`src/rtl/core/lpdf_pkg.sv`:
```
// ----------------------------------------------------------------------------
// lpdf_pkg: shared definitions of the length-prefixed deframer
// Register indexes, reset values, widths, controller states and the command
// and status groups that join the controller to the datapath.
// ----------------------------------------------------------------------------
package lpdf_pkg;

   // Largest header that the header store holds.
   localparam int MaxHeader = 16;
   localparam int IdxW      = $clog2(MaxHeader);
   localparam int CntW      = $clog2(MaxHeader + 1);

   // Fixed field widths.
   localparam int ByteW   = 8;
   localparam int PosW    = 32;
   localparam int MagicW  = 16;
   localparam int HdrW    = 5;
   localparam int CsrIdxW = 2;
   localparam int CsrW    = 32;

   // Header layout.
   localparam logic [PosW-1:0] LenBytes = 32'd4;
   localparam logic [PosW-1:0] KeyEnd   = 32'd6;
   localparam logic [PosW-1:0] HdrLimit = 32'(MaxHeader);

   // Register indexes.
   localparam logic [CsrIdxW-1:0] CsrHeaderBytes = 2'd0;
   localparam logic [CsrIdxW-1:0] CsrMaxMessage  = 2'd1;
   localparam logic [CsrIdxW-1:0] CsrMagic       = 2'd2;
   localparam logic [CsrIdxW-1:0] CsrOffset      = 2'd3;

   // Register reset values.
   localparam logic [HdrW-1:0]   RstHeaderBytes = 5'd6;
   localparam logic [CsrW-1:0]   RstMaxMessage  = 32'd65536;
   localparam logic [MagicW-1:0] RstMagic       = 16'd0;
   localparam logic [HdrW-1:0]   RstOffset      = 5'd4;

   // Error kinds.
   localparam logic ErrLength = 1'b0;
   localparam logic ErrMagic  = 1'b1;

   typedef enum logic [1:0] {
      ST_HEAD,
      ST_FLUSH,
      ST_BODY,
      ST_DEAD
   } state_type;

   // Commands from the controller.
   typedef struct packed {
      logic head_take;
      logic flush_take;
      logic body_take;
   } cmd_type;

   // Status from the datapath.
   typedef struct packed {
      logic at_check;
      logic len_bad;
      logic magic_bad;
      logic flush_more;
      logic is_last;
   } status_type;

endpackage

```
`src/rtl/core/lpdf_ctrl.sv`:
```
// ----------------------------------------------------------------------------
// lpdf_ctrl: deframer controller
// Sequences header collection, header flush, body streaming and the dead
// state after an error, and owns the result valid flag.
// ----------------------------------------------------------------------------
module lpdf_ctrl (
   input  logic                clock,
   input  logic                reset,
   input  logic                req_valid,
   output logic                req_stall,
   output logic                rsp_valid,
   input  logic                rsp_stall,
   input  lpdf_pkg::status_type status,
   output lpdf_pkg::cmd_type    cmd
);
   import lpdf_pkg::*;

   state_type state_ff, state_in;
   logic      rsp_valid_ff, rsp_valid_in;
   logic      out_free;
   logic      load;

   // State and valid registers.
   always_ff @(posedge clock) begin
      if (reset) begin
         state_ff     <= ST_HEAD;
         rsp_valid_ff <= 1'b0;
      end else begin
         state_ff     <= state_in;
         rsp_valid_ff <= rsp_valid_in;
      end
   end

   // The output register can take a new item when empty or being drained.
   assign out_free = !rsp_valid_ff || !rsp_stall;

   // Next state and commands.
   always_comb begin
      state_in  = state_ff;
      cmd       = '0;
      load      = 1'b0;
      req_stall = 1'b1;
      case (state_ff)
         ST_HEAD: begin
            req_stall = !out_free;
            if (req_valid && out_free) begin
               cmd.head_take = 1'b1;
               if (status.at_check) begin
                  if (status.len_bad || status.magic_bad) begin
                     load     = 1'b1;
                     state_in = ST_DEAD;
                  end else begin
                     state_in = ST_FLUSH;
                  end
               end
            end
         end
         ST_FLUSH: begin
            if (out_free) begin
               cmd.flush_take = 1'b1;
               load           = 1'b1;
               if (!status.flush_more) begin
                  state_in = status.is_last ? ST_HEAD : ST_BODY;
               end
            end
         end
         ST_BODY: begin
            req_stall = !out_free;
            if (req_valid && out_free) begin
               cmd.body_take = 1'b1;
               load          = 1'b1;
               if (status.is_last) begin
                  state_in = ST_HEAD;
               end
            end
         end
         ST_DEAD: begin
            // Every byte is taken and dropped.
            req_stall = 1'b0;
         end
         default: begin
            state_in = ST_HEAD;
         end
      endcase
      rsp_valid_in = load || (rsp_valid_ff && rsp_stall);
   end

   assign rsp_valid = rsp_valid_ff;

endmodule

```
`src/rtl/core/lpdf_datapath.sv`:
```
// ----------------------------------------------------------------------------
// lpdf_datapath: deframer datapath
// Holds the configuration registers, the length and key accumulators, the
// header store, the flush pointer and the result register.
// ----------------------------------------------------------------------------
module lpdf_datapath (
   input  logic                      clock,
   input  logic                      reset,
   input  logic                      csr_write_en,
   input  logic [lpdf_pkg::CsrIdxW-1:0] csr_index,
   input  logic [lpdf_pkg::CsrW-1:0]  csr_data,
   input  logic [lpdf_pkg::ByteW-1:0] req_stream_byte,
   input  lpdf_pkg::cmd_type          cmd,
   output lpdf_pkg::status_type       status,
   output logic [lpdf_pkg::ByteW-1:0] rsp_payload_byte,
   output logic                      rsp_message_start,
   output logic                      rsp_message_end,
   output logic                      rsp_is_error,
   output logic                      rsp_error_kind,
   output logic                      rsp_run_end
);
   import lpdf_pkg::*;

   // Configuration registers.
   logic [HdrW-1:0]   hdr_ff;
   logic [CsrW-1:0]   max_ff;
   logic [MagicW-1:0] magic_cfg_ff;
   logic [HdrW-1:0]   offset_ff;

   // Message state.
   logic [PosW-1:0]   pos_ff, pos_in;
   logic [PosW-1:0]   len_ff, len_in;
   logic [MagicW-1:0] magic_ff, magic_in;
   logic [CntW-1:0]   idx_ff, idx_in;
   logic              first_ff, first_in;
   logic [ByteW-1:0]  held_ff, held_in;
   logic [ByteW-1:0]  store [MaxHeader];

   // Result register.
   logic [ByteW-1:0]  data_ff, data_in;
   logic              start_ff, start_in;
   logic              end_ff, end_in;
   logic              err_ff, err_in;
   logic              kind_ff, kind_in;
   logic              run_ff, run_in;
   logic              out_load;

   logic [PosW-1:0]   hdr_wide;
   logic [PosW-1:0]   hdr_eff;
   logic [PosW-1:0]   offset_wide;
   logic [PosW-1:0]   skip;
   logic [MagicW-1:0] magic_upd;
   logic [MagicW-1:0] key;
   logic              in_key;
   logic              store_write;
   logic              store_read;

   // Configuration writes.
   always_ff @(posedge clock) begin
      if (reset) begin
         hdr_ff       <= RstHeaderBytes;
         max_ff       <= RstMaxMessage;
         magic_cfg_ff <= RstMagic;
         offset_ff    <= RstOffset;
      end else if (csr_write_en) begin
         case (csr_index)
            CsrHeaderBytes: hdr_ff       <= csr_data[HdrW-1:0];
            CsrMaxMessage:  max_ff       <= csr_data;
            CsrMagic:       magic_cfg_ff <= csr_data[MagicW-1:0];
            CsrOffset:      offset_ff    <= csr_data[HdrW-1:0];
            default: begin
            end
         endcase
      end
   end

   // Header length clamped to LenBytes..HdrLimit, and the clipped skip count.
   always_comb begin
      hdr_wide    = PosW'(hdr_ff);
      offset_wide = PosW'(offset_ff);
      if (hdr_wide < LenBytes) begin
         hdr_eff = LenBytes;
      end else if (hdr_wide > HdrLimit) begin
         hdr_eff = HdrLimit;
      end else begin
         hdr_eff = hdr_wide;
      end
      skip = (offset_wide > pos_ff) ? pos_ff : offset_wide;
   end

   // Key as seen with the current byte; missing key bytes count as zero.
   always_comb begin
      in_key    = (pos_ff >= LenBytes) && (pos_ff < KeyEnd);
      magic_upd = in_key ? {magic_ff[ByteW-1:0], req_stream_byte} : magic_ff;
      key       = (pos_ff == LenBytes) ? {magic_upd[ByteW-1:0], {ByteW{1'b0}}} : magic_upd;
   end

   // Status toward the controller.
   always_comb begin
      status.at_check   = (pos_ff >= hdr_eff);
      status.len_bad    = (len_ff <= pos_ff) || (len_ff > max_ff);
      status.magic_bad  = (magic_cfg_ff != '0) && (key != magic_cfg_ff);
      status.flush_more = (PosW'(idx_ff) < pos_ff);
      status.is_last    = ({1'b0, pos_ff} + 33'd1) == {1'b0, len_ff};
   end

   // Next values of message state and result register.
   always_comb begin
      pos_in      = pos_ff;
      len_in      = len_ff;
      magic_in    = magic_ff;
      idx_in      = idx_ff;
      first_in    = first_ff;
      held_in     = held_ff;
      data_in     = data_ff;
      start_in    = start_ff;
      end_in      = end_ff;
      err_in      = err_ff;
      kind_in     = kind_ff;
      run_in      = run_ff;
      out_load    = 1'b0;
      store_write = 1'b0;
      store_read  = 1'b0;

      if (cmd.head_take) begin
         if (pos_ff < LenBytes) begin
            len_in = {len_ff[PosW-ByteW-1:0], req_stream_byte};
         end
         magic_in = magic_upd;
         if (!status.at_check) begin
            store_write = 1'b1;
            pos_in      = pos_ff + 32'd1;
         end else if (status.len_bad || status.magic_bad) begin
            out_load = 1'b1;
            data_in  = '0;
            start_in = 1'b0;
            end_in   = 1'b0;
            err_in   = 1'b1;
            kind_in  = status.len_bad ? ErrLength : ErrMagic;
            run_in   = 1'b1;
         end else begin
            held_in  = req_stream_byte;
            idx_in   = skip[CntW-1:0];
            first_in = 1'b1;
         end
      end

      // Flush of the stored header, then the checking byte.
      if (cmd.flush_take) begin
         out_load = 1'b1;
         err_in   = 1'b0;
         kind_in  = 1'b0;
         start_in = first_ff;
         first_in = 1'b0;
         if (status.flush_more) begin
            store_read = 1'b1;
            end_in     = 1'b0;
            run_in     = 1'b0;
            idx_in     = idx_ff + CntW'(1);
         end else begin
            data_in = held_ff;
            end_in  = status.is_last;
            run_in  = 1'b1;
            if (status.is_last) begin
               pos_in   = '0;
               len_in   = '0;
               magic_in = '0;
            end else begin
               pos_in = pos_ff + 32'd1;
            end
         end
      end

      // Body bytes pass straight through.
      if (cmd.body_take) begin
         out_load = 1'b1;
         data_in  = req_stream_byte;
         start_in = 1'b0;
         end_in   = status.is_last;
         err_in   = 1'b0;
         kind_in  = 1'b0;
         run_in   = 1'b1;
         if (status.is_last) begin
            pos_in   = '0;
            len_in   = '0;
            magic_in = '0;
         end else begin
            pos_in = pos_ff + 32'd1;
         end
      end
   end

   // Control registers.
   always_ff @(posedge clock) begin
      if (reset) begin
         pos_ff   <= '0;
         len_ff   <= '0;
         magic_ff <= '0;
         idx_ff   <= '0;
         first_ff <= 1'b0;
      end else begin
         pos_ff   <= pos_in;
         len_ff   <= len_in;
         magic_ff <= magic_in;
         idx_ff   <= idx_in;
         first_ff <= first_in;
      end
   end

   // Payload registers; a stored header byte is read straight into the result.
   always_ff @(posedge clock) begin
      held_ff <= held_in;
      if (out_load) begin
         data_ff  <= store_read ? store[idx_ff[IdxW-1:0]] : data_in;
         start_ff <= start_in;
         end_ff   <= end_in;
         err_ff   <= err_in;
         kind_ff  <= kind_in;
         run_ff   <= run_in;
      end
   end

   // Header store.
   always_ff @(posedge clock) begin
      if (store_write) begin
         store[pos_ff[IdxW-1:0]] <= req_stream_byte;
      end
   end

   assign rsp_payload_byte  = data_ff;
   assign rsp_message_start = start_ff;
   assign rsp_message_end   = end_ff;
   assign rsp_is_error      = err_ff;
   assign rsp_error_kind    = kind_ff;
   assign rsp_run_end       = run_ff;

endmodule

```
`src/rtl/core/length_prefixed_deframer_unit.sv`:
```
// ----------------------------------------------------------------------------
// length_prefixed_deframer_unit: length-prefixed message deframer
// Cuts a byte stream into messages with a big-endian length and a 16-bit key
// in the header, checks both, and delivers payload bytes with start and end
// flags, or one error item after which the stream is dropped.
// ----------------------------------------------------------------------------
//
// Channel   Direction  Handshake          Payload
// req_      in         valid / stall      stream_byte
// rsp_      out        valid / stall      payload_byte, flags, error_kind
// csr_      in         write_en           index, data
//
// Header and body bytes are taken while the result register is free.
// The checking byte is first checked; the stored header bytes from the clipped
// offset are then flushed, and the checking byte itself goes out last.
// The flush reads the header store one entry a cycle while the output is free.
// Reset is synchronous; it restores register defaults and a fresh message.
// A stalled result holds in the output register; input is stalled only while
// that register is full and stalled, or during the flush.
module length_prefixed_deframer_unit (
   input  logic                       clock,
   input  logic                       reset,
   input  logic                       csr_write_en,
   input  logic [lpdf_pkg::CsrIdxW-1:0] csr_index,
   input  logic [lpdf_pkg::CsrW-1:0]   csr_data,
   input  logic                       req_valid,
   output logic                       req_stall,
   input  logic [lpdf_pkg::ByteW-1:0]  req_stream_byte,
   output logic                       rsp_valid,
   input  logic                       rsp_stall,
   output logic [lpdf_pkg::ByteW-1:0]  rsp_payload_byte,
   output logic                       rsp_message_start,
   output logic                       rsp_message_end,
   output logic                       rsp_is_error,
   output logic                       rsp_error_kind,
   output logic                       rsp_run_end
);
   import lpdf_pkg::*;

   cmd_type    cmd;
   status_type status;

   // Controller.
   lpdf_ctrl u_ctrl (
      .clock     (clock),
      .reset     (reset),
      .req_valid (req_valid),
      .req_stall (req_stall),
      .rsp_valid (rsp_valid),
      .rsp_stall (rsp_stall),
      .status    (status),
      .cmd       (cmd)
   );

   // Datapath.
   lpdf_datapath u_datapath (
      .clock             (clock),
      .reset             (reset),
      .csr_write_en      (csr_write_en),
      .csr_index         (csr_index),
      .csr_data          (csr_data),
      .req_stream_byte   (req_stream_byte),
      .cmd               (cmd),
      .status            (status),
      .rsp_payload_byte  (rsp_payload_byte),
      .rsp_message_start (rsp_message_start),
      .rsp_message_end   (rsp_message_end),
      .rsp_is_error      (rsp_is_error),
      .rsp_error_kind    (rsp_error_kind),
      .rsp_run_end       (rsp_run_end)
   );

endmodule

```
`config.mk`:
```
export PLATFORM = sky130hd
export DESIGN_NAME = length_prefixed_deframer_unit
export DESIGN_NICKNAME = d
export VERILOG_FILES = /design/src/rtl/core/lpdf_pkg.sv /design/src/rtl/core/lpdf_ctrl.sv /design/src/rtl/core/lpdf_datapath.sv /design/src/rtl/core/length_prefixed_deframer_unit.sv
export SDC_FILE = /design/constraint.sdc
export NUM_CORES = 1
export LEC_CHECK = 0
export ABC_AREA = 1
export BUFFER_PORTS_ARGS = -buffer_cell sky130_fd_sc_hd__buf_2
export CAP_MARGIN = 40
export CORE_AREA = 2 2 175 177
export DETAILED_ROUTE_END_ITERATION = 10
export DIE_AREA = 0 0 177 179
export PLACE_DENSITY = 0.82
export SLEW_MARGIN = 20
export SYNTH_ARGS = -nofsm -noshare
export SYNTH_HDL_FRONTEND = slang
export SYNTH_SLANG_ARGS = --single-unit
```
`constraint.sdc`:
```
create_clock -name clock -period 7.15 [get_ports clock]
set_clock_uncertainty 0.15 [all_clocks]
set_input_delay 1.43 -clock clock [delete_from_list [all_inputs] [get_ports clock]]
set_output_delay 1.43 -clock clock [all_outputs]
set_load 0.02 [all_outputs]
```
==> flow_summary.json <==
{
  "dr.pass1.iters": 8,
  "die_y_um": 179,
  "dr_total_vias": 14050,
  "ctsResizeCount": 0,
  "whs_path_depth": 2,
  "hp-class": "reg2reg",
  "cts_buffers": 30,
  "p_leak_nw": 7.86,
  "grt_antenna_before_repair": 0,
  "synth_fp_nets": 2122,
  "wl_met1_um": 18600,
  "fillers": 2585,
  "cts_max_level": 1,
  "cts_sinks": 296,
  "drt.antenna.violating_nets": 0,
  "drive_above_1_share_pct": 10.6,
  "top_layer_used": "met4",
  "yosys-top-cells-count": "nand2_1 (454), inv_1 (235), nor2_1 (205), edfxtp_1 (149), dfxtp_1 (147)",
  "crit_path_max_fanout": 36,
  "areaGrowthSynthToFinish_pct": 10.2,
  "routed_wl_um": 43200,
  "die_x_um": 177,
  "cts_setup_buffers": 0,
  "final_util_pct": 59.4,
  "worst-setup-path-type": "reg2reg",
  "relSlewSlack_pct": 44.0,
  "ctsLongestPathBuffers": 3,
  "dpl.hpwl_um": 31500,
  "finalHoldViolations": 0,
  "timing.rr.start": "u_datapath.idx_ff[1]",
  "yosysTopAreaCell": "edfxtp_1",
  "rr_endpoint": "u_datapath.pos_ff[18]",
  "drt_iter0_markers": 1538,
  "synth_cell_type_count": 45,
  "cts_tree": "yes",
  "synth_top_area_share_pct": 27.7,
  "pin_count": 62,
  "async_reset_ff_share_pct": 0,
  "crit_arrival_ps": 4920,
  "num_rows": 64,
  "overflow": 0,
  "grt_pass1_wl_um": 67900,
  "start_util_pct": 53.9,
  "synth-edff-count": 149,
  "rsz0062_at_grt": "false",
  "min_from": "u_datapath.max_ff[27]",
  "fin_setup_tns_ps": 0,
  "worstSetupStartpointType": "register",
  "critPathRequiredTime_ps": 7470,
  "tightest_slew_ps": 836,
  "diodes": 0,
  "holdBufCountCts": 0,
  "routabilityCongestion": 0.999,
  "path_clk_slew_ps": 60,
  "fmax_mhz": 217,
  "root_buffer": "clkbuf_16",
  "synth.top_cells.by_area": "edfxtp_1 (28%), dfxtp_1 (18%), nand2_1 (11%), ha_1 (6.7%), inv_1 (5.5%)",
  "fp.dieArea_sq_mm": 0.0317,
  "via_per_inst": 5.74,
  "port_buffers": 61,
  "status": "complete, no violations",
  "finalSetupViolCount": 0,
  "fin_crit_ps": 4600,
  "maxSlewViolCount": 0,
  "clkLatencyLatePin_ps": 580,
  "finalCritPeriodShare_pct": 64.3,
  "grt_usage_pct": 27.2,
  "core_area_sq_mm": 0.0300,
  "cap_viol_max_count": 0,
  "ys_seq_elements": 296,
  "syn_inst": 1988,
  "avgSynthCellArea_sq_um": 8.14,
  "ys.flop_type": "edfxtp_1",
  "r2r_slack_ps": 2550,
  "synthMostInstantiatedCell": "nand2_1",
  "min_to": "u_datapath.max_ff[27]",
  "yosysSeqAreaShare_pct": 45.8,
  "irDropWorstVdd_mv": 0.258,
  "netlist_area_sq_mm": 0.0162,
  "routedWlPerCell_um": 17.7,
  "yosysWarnings": 0,
  "dr_wl_met3_um": 3890,
  "cellPowerDensity_mw_per_mm2": 389,
  "drc_errors": 0,
  "grt_pass1_vias": 12955,
  "wl_met2_um": 19500,
  "reg2reg_depth": 16,
  "end_kind": "register",
  "grt_start_max_net_pins": 70,
  "final_nets": 2162
}
## power by group
part	internal, W	switching, W
Clock	0.000934	0.000668
Combinational	0.000990	0.00206
Sequential	0.00203	0.000249
Total	0.00396	0.00298
## per-stage QoR
| step | hold WS, ps | worst slack (ps) | cells | area [sq um] | power, W |
|---|---|---|---|---|---|
| CTS | 311 | 2670 | 2445 | 17800 | 0.00688 |
| finish | 311 | 2550 | 2446 | 17800 | 0.00694 |
| global placement | 295 | 2320 | 2387 | 16700 | 0.00513 |
| global route | 332 | 2220 | 2446 | 17800 | 0.00736 |
| detailed placement | 302 | 2250 | 2391 | 16800 | 0.00527 |
| floorplan | 283 | 3560 | 1988 | 16200 | 0.00441 |
## cells by family (layout without fill, tap and decap cells)
kind of cell	Yosys count	count (layout)	synth area share [%]
flops	296	296	45.8
simple gates	858	858	22.2
mux	14	14	0.866
buf+inv	347	409	8.39
compound gates	358	358	14.3
xor+xnor	28	28	1.69
fa+ha+maj	87	87	6.73
## layer usage
layer | up-vias | track usage (%)
met5 | - | 0
met4 | 0 | 8.85
met3 | 99 | 4.09
met2 | 632 | 43.6
met1 | 6554 | 37.8
li1 | 6765 | -
## sequential cells by signal (all words and copies together), names as in the netlist, 2 cells and up
signal                       flops
u_ctrl.state_ff                  2
u_datapath.hdr_ff                5
u_datapath.held_ff               8
u_datapath.idx_ff                5
u_datapath.len_ff               32
u_datapath.magic_cfg_ff         16
u_datapath.magic_ff             16
u_datapath.max_ff               32
u_datapath.offset_ff             5
u_datapath.pos_ff               32
u_datapath.rsp_payload_byte      8
u_datapath.store               128
## cell usage in the layout, fill, tap and decap left out, drive strengths merged
cell type,netlist,layout
a211oi,7,7
a21o,1,1
a21oi,111,111
a31oi,3,3
and2,1,1
buf,18,74
bufinv,0,3
clkbuf,48,43
clkinv,4,11
clkinvlp,0,1
dfxtp,147,147
edfxtp,149,149
ha,87,87
inv,277,277
mux2i,14,14
nand2,459,459
nand3,131,131
nand3b,2,2
nand4,22,22
nor2,214,214
nor3,19,19
nor3b,1,1
nor4,8,8
o2111ai,1,1
o211ai,73,73
o21a,3,3
o21ai,124,124
o21bai,1,1
o221ai,16,16
o32ai,18,18
or2,1,1
xnor2,1,1
xnor3,2,2
xor2,25,25
## area by class of cell
type | instances | area, sq um | area share (%)
repair buffers | 74 | 452 | 2.53
inverters | 281 | 1050 | 5.91
multi-input cells | 1345 | 7410 | 41.6
flip-flops and latches | 296 | 7420 | 41.6
well taps | 396 | 495 | 2.78
clock buffers | 43 | 851 | 4.77
clock inverters | 11 | 149 | 0.835
## how the worst max path moves through the flow
| stage | start | end | slack, ps | cells past startpoint |
|---|---|---|---|---|
| finish | u_datapath.idx_ff[1] | u_datapath.pos_ff[18] | 2550 | 16 |
| floorplan | rsp_stall | req_stall | 3560 | 2 |
| global route | u_datapath.idx_ff[1] | u_datapath.pos_ff[7] | 2220 | 16 |
| detailed placement | rsp_stall | u_datapath.pos_ff[31] | 2250 | 12 |
| CTS | u_datapath.idx_ff[1] | u_datapath.pos_ff[11] | 2670 | 16 |
| global placement | u_datapath.idx_ff[1] | u_datapath.len_ff[11] | 2320 | 15 |
## critical path, stage by stage, from the launching register on
cell	delay, ps
dfxtp_2	730
buf_16	250
ha_1	240
o21ai_0	80
a21oi_1	80
a211oi_1	220
nor2_1	60
o21ai_0	150
inv_1	90
nand2_1	290
nand2_1	530
inv_1	230
nand2_2	400
inv_1	640
nand2_1	150
o211ai_2	120
inv_2	40
Power figures use the tool's default switching activity.
